==> src/mrtb_pkg.sv <==
// Shared constants, types and codes of the minimum-rate token bucket table.
package mrtb_pkg;

	localparam int L1_NODES   = 128;
	localparam int QUEUES     = 1024;
	localparam int REFRESH_NS = 80;

	localparam int L1_AW    = $clog2(L1_NODES);
	localparam int Q_AW     = $clog2(QUEUES);
	localparam int PHASE_W  = $clog2(REFRESH_NS);
	localparam int PERIOD_W = 16;

	// Operand and sum widths of the shared saturating adder.
	localparam int OPND_W = 34;
	localparam int SUM_W  = 35;

	typedef enum logic [2:0] {
		KIND_TICK     = 3'd0,
		KIND_UPDATE   = 3'd1,
		KIND_WRITE_L1 = 3'd2,
		KIND_WRITE_Q  = 3'd3,
		KIND_QUERY    = 3'd4
	} kind_t;

	typedef enum logic [3:0] {
		ST_CLEAR,
		ST_IDLE,
		ST_DISPATCH,
		ST_UPD_L1,
		ST_UPD_Q,
		ST_REF_RD,
		ST_REF_ACC,
		ST_REF_BKT,
		ST_RES_RD,
		ST_RES_OUT
	} state_t;

	typedef struct packed {
		logic [11:0] fill_mant;
		logic [2:0]  fill_exp;
		logic        pps;
		logic [11:0] burst_mant;
		logic [3:0]  burst_exp;
		logic        enable;
	} rate_entry_t;

endpackage

==> src/mrtb_sat_add.sv <==
// Shared adder that saturates its result to the signed 32-bit range.
module mrtb_sat_add (
	input  logic signed [mrtb_pkg::OPND_W-1:0] a,
	input  logic signed [mrtb_pkg::OPND_W-1:0] b,
	output logic signed [mrtb_pkg::SUM_W-1:0]  sum,
	output logic signed [31:0]                 sat
);

	localparam logic signed [mrtb_pkg::SUM_W-1:0] MaxVal =
		mrtb_pkg::SUM_W'(signed'(32'sh7fffffff));
	localparam logic signed [mrtb_pkg::SUM_W-1:0] MinVal =
		mrtb_pkg::SUM_W'(signed'(32'sh80000000));

	assign sum = mrtb_pkg::SUM_W'(a) + mrtb_pkg::SUM_W'(b);

	always_comb begin
		if (sum > MaxVal) begin
			sat = 32'sh7fffffff;
		end else if (sum < MinVal) begin
			sat = 32'sh80000000;
		end else begin
			sat = sum[31:0];
		end
	end

endmodule
==> config.mk <==
export PLATFORM = sky130hd
export DESIGN_NAME = mrtb_sat_add
export DESIGN_NICKNAME = d
export VERILOG_FILES = /design/src/mrtb_pkg.sv /design/src/mrtb_sat_add.sv
export SDC_FILE = /design/constraint.sdc
export NUM_CORES = 1
export LEC_CHECK = 0
export ABC_AREA = 1
export BUFFER_PORTS_ARGS = -buffer_cell sky130_fd_sc_hd__buf_2
export CORE_UTILIZATION = 43
export DETAILED_ROUTE_END_ITERATION = 8
export GPL_ROUTABILITY_DRIVEN = 0
export PLACE_DENSITY = 0.88
export SLEW_MARGIN = 0
export SYNTH_ARGS = -nofsm -noshare
export SYNTH_HDL_FRONTEND = slang
export SYNTH_SLANG_ARGS = --single-unit
==> constraint.sdc <==
create_clock -name vclk -period 2.3
set_input_delay 0.23 -clock vclk [all_inputs]
set_output_delay 0.23 -clock vclk [all_outputs]
set_load 0.005 [all_outputs]
* After elaboration in Yosys (flattened, before gate mapping)
Index checks and enable logic that the tools add are counted.
Storage, ports and cells: bits in registers 0, input port bits 68, output and inout port bits 67, logic and storage cells 5
Operators by class: add/sub/neg operators 1, $lt $le $gt $ge 2, mux-type cells 2
Operator list (number):
- $mux W32 | 2
- $add A34 B34 Y35 | 1
- $gt A35 B32 Y1 const B | 1
- $lt A35 B32 Y1 const B | 1

* Depth between registers and ports, before layout
word-level depth 4, gate-level depth with buffers 18, gate-level depth less buffers 17

* Worst setup path before layout
OpenSTA, ideal clock, no wires.
path kind input-to-output, start in a[0] (netlist bit), end out sat[10], data arrival time 2.054 ns, required time 2.070 ns, setup slack 0.016 ns, cell stages on the path 17, path buffers 1, cell sequence ha_1 > fa_1 > nand3_1 > nand3_2 > nand2_1 > nand2_2 > nand2_1 > nand2_2 > nand2_1 > nand2_1 > nand2_1 > nand2_2 > nor2_1 > nand2_1 > nand2_2 > buf_6 > nand2_1
On the way: cells in the longest elaborated chain, start to end 4, elaborated cells on any way between the ends 5, classes of those cells add/sub (1); order compare (2); mux (2)
RTL lines:
- start, declared | RTL line mrtb_sat_add.sv:3 | input logic signed [mrtb_pkg::OPND_W-1:0] a,
- $add A34 B34 Y35 * | RTL line mrtb_sat_add.sv:14 | assign sum = mrtb_pkg::SUM_W'(a) + mrtb_pkg::SUM_W'(b);
- via sum, one bit | RTL line mrtb_sat_add.sv:5 | output logic signed [mrtb_pkg::SUM_W-1:0] sum,
- $lt A35 B32 Y1 | RTL line mrtb_sat_add.sv:19 | end else if (sum < MinVal) begin
- $mux W32 | RTL line mrtb_sat_add.sv:19
- $mux W32 * | RTL line mrtb_sat_add.sv:17 | if (sum > MaxVal) begin
- end, declared | RTL line mrtb_sat_add.sv:6 | output logic signed [31:0] sat
The timed path passes the listed nets; every way through them passes the cells marked *.

* Final worst setup path
start in b[27] (netlist bit), end out sat[13]
On the way: cells in the longest elaborated chain, start to end 4, elaborated cells on any way between the ends 5, classes of those cells add/sub (1); order compare (2); mux (2)
RTL lines:
- start, declared | RTL line mrtb_sat_add.sv:4 | input logic signed [mrtb_pkg::OPND_W-1:0] b,
- $add A34 B34 Y35 * | RTL line mrtb_sat_add.sv:14
- $lt A35 B32 Y1 | RTL line mrtb_sat_add.sv:19
- $mux W32 | RTL line mrtb_sat_add.sv:19
- $mux W32 * | RTL line mrtb_sat_add.sv:17
Every way passes the cells marked *; elsewhere a longest branch is shown, timed or not.

==> flow_metrics.py <==
metrics = {
    "floorplanning": {
        "fp-row-count": 27,
        "die_x_microns": 77.3,
        "die_y_microns": 77.3,
        "core_sq_um": 5470,
        "top_level_ports": 135,
        "fp.dieArea_sq_um": 5970,
        "start_util_pct": 44.5,
    },
    "sta": {
        "rsz0062_at_grt": "yes",
        "hold_viol": 0,
        "setup_violations": 35,
        "max_freq_ghz": 0.385,
        "fin_crit_ns": 2.60,
        "worst_slack_ns": -0.296,
        "tightest_slew_ns": 0.456,
        "finalCritPeriodShare_pct": 113,
        "hold-worst-slack_ns": 0.753,
        "relSlewSlack_pct": 69.3,
        "finalMaxSlewViolations": 0,
        "timing.setup.tns_ns": -7.26,
    },
    "critical_path": {
        "crit_family": "simple AND/OR/NAND/NOR gates",
        "worstPathArrival_ns": 2.37,
        "path_class": "in -> out",
        "endpoint_kind": "output pin",
        "start_kind": "primary input",
        "path_common_cell": "nand2_1",
        "path_max_fanout": 16,
        "path_cells": "buf_2 -> ha_2 -> nand2_1 -> nor2_2 -> nand2_1 -> nor2_2 -> nand2_1 -> nand3_1 -> nand2_1 -> nand2_2 -> inv_2 -> nand2_4 -> buf_12 -> nand2_1 -> nand2_4 -> buf_6",
        "critPathBufInv": 4,
        "worstPathRequired_ns": 2.07,
        "cpMaxStageDelayCell": "ha_2",
        "slowest_delay_ns": 0.38,
    },
    "drt": {
        "vias_per_cell": 5.88,
        "antenna_left": 0,
        "avgRoutedWirePerCell_microns": 18.3,
        "drc": 0,
        "first_pass_iters": 6,
        "finalWirelength_mm": 13.7,
        "drt_iter0_drc": 319,
        "vias": 4407,
    },
    "power_and_ir_drop": {
        "power_w": 0.00203,
        "power_density_nw_per_um2": 428,
        "leakagePower_nw": 2.50,
        "irDropWorstVdd_mv": 0.280,
    },
    "synth": {
        "seq_area_frac_synth_pct": 0,
        "synth_top_area_cell": "nand2_1",
        "netlist_instances": 464,
        "synthTopCellsByCount": "192 x nand2_1, 48 x inv_1, 48 x nor2_1",
        "ys_types": 24,
        "ys_warn_count": 0,
        "synth_area_leaders": "nand2_1 30%, ha_1 17%, a21oi_1 8.0%",
        "syn_area_sq_um": 2440,
        "synth_top_area_share_pct": 29.6,
        "synth_most_common_cell": "nand2_1",
        "syn_area_per_cell_sq_um": 5.25,
        "synth_nets": 567,
    },
    "placement": {
        "hpwlAfterDp_mm": 7.63,
        "pre_cts_ws_ns": -0.211,
        "io_buffers": 135,
    },
    "final_layout": {
        "insertedDiodeCount": 0,
        "layout-drive-gt1-share_pct": 57.2,
        "syn_to_final_growth_pct": 94.3,
        "fillers": 307,
        "multi_input_area_sq_um": 3020,
        "seqCellArea_sq_um": 0,
        "num-nets-final": 783,
        "seq_cell_count": 0,
        "nClkBuffers": 0,
    },
    "worst_hold_path": {
        "hp-class": "in -> out",
    },
    "grt": {
        "grt_max_degree": 17,
        "overflow": 0,
        "grt_pass1_vias": 4236,
        "antenna_found_initial": 0,
        "grt_first_pass_wirelength_mm": 18.0,
        "gr-usage-all-layers_pct": 36.5,
    },
    "status": {
        "status": "complete, but fails checks",
        "violations": "negative setup slack",
    },
    "job": {
        "max_cap_violations": 0,
    },
}
power breakdown:
group,total [W],switching [W],internal [W]
clock,0,0,0
sequential,0,0,0
combinational,0.00203,0.00107,0.000958
total,0.00203,0.00107,0.000958
layout make-up:
type / instances / area share [%]
inverter: 49 / 3.88
multi-input combinational: 409 / 63.8
tap: 72 / 1.90
timing repair buffer: 220 / 30.4
logic make-up (layout without fill, tap and decap cells):
group | Yosys count | count (layout) | synth area share, %
compound gates | 67 | 67 | 15.0
xor+xnor | 26 | 26 | 9.34
fa+ha+maj | 35 | 35 | 18.3
buf+inv | 55 | 269 | 10.3
simple gates | 281 | 281 | 47.0
stage by stage:
stage	instance area (sq um)	utilization (%)	instances
2_1_floorplan	2440	-	464
3_3_place_gp	3700	67.7	734
3_5_place_dp	3700	67.7	734
4_1_cts	4270	78.1	741
5_1_grt	4740	86.5	750
6_report	4740	86.5	750
layout by cell type, fill, tap and decap left out, types with 2 or more instances in the layout:
cell type,n
a21o_1,5
a21oi_1,17
a21oi_2,19
a21oi_4,3
a31oi_1,4
and3_1,2
buf_12,4
buf_2,129
buf_4,79
buf_6,6
ha_1,4
ha_4,29
inv_1,45
inv_2,4
nand2_1,132
nand2_2,61
nand2_4,11
nand3_1,12
nand3_2,6
nand4_1,3
nor2_1,26
nor2_2,18
nor2_4,6
o21ai_0,6
o21ai_1,5
o21ai_2,2
o21bai_1,3
xnor2_1,8
xor2_1,16
xor2_2,2
tightest hold or removal path, delay by kind of cell:
family,cells,cell delay [ns]
adders and majority gates,1,0.12
buffers and inverters,2,0.17
metal layers:
metal	vias up	GRT usage, %	share of wire [%]
li1	1916	-	-
met1	1981	35.1	34
met2	377	71.9	49
met3	133	4.52	8.4
met4	0	23.4	8.8
met5	-	0	0
final timing paths:
check / startpoint / to / depth (start not counted)
setup / recovery: b[27] / sat[13] / 16
hold / removal: b[0] / sum[0] / 3
what timing repair did:
action / 4_1_cts / 5_1_grt
pin swaps: 19 / 38
setup buffers: 6 / 8
gates resized for setup: 93 / 100
endpoints found under the setup margin: 35 / 40
cloned: 1 / 1
hold buffers: 0 / 0
Note: power is estimated with default switching activity, not from simulation.
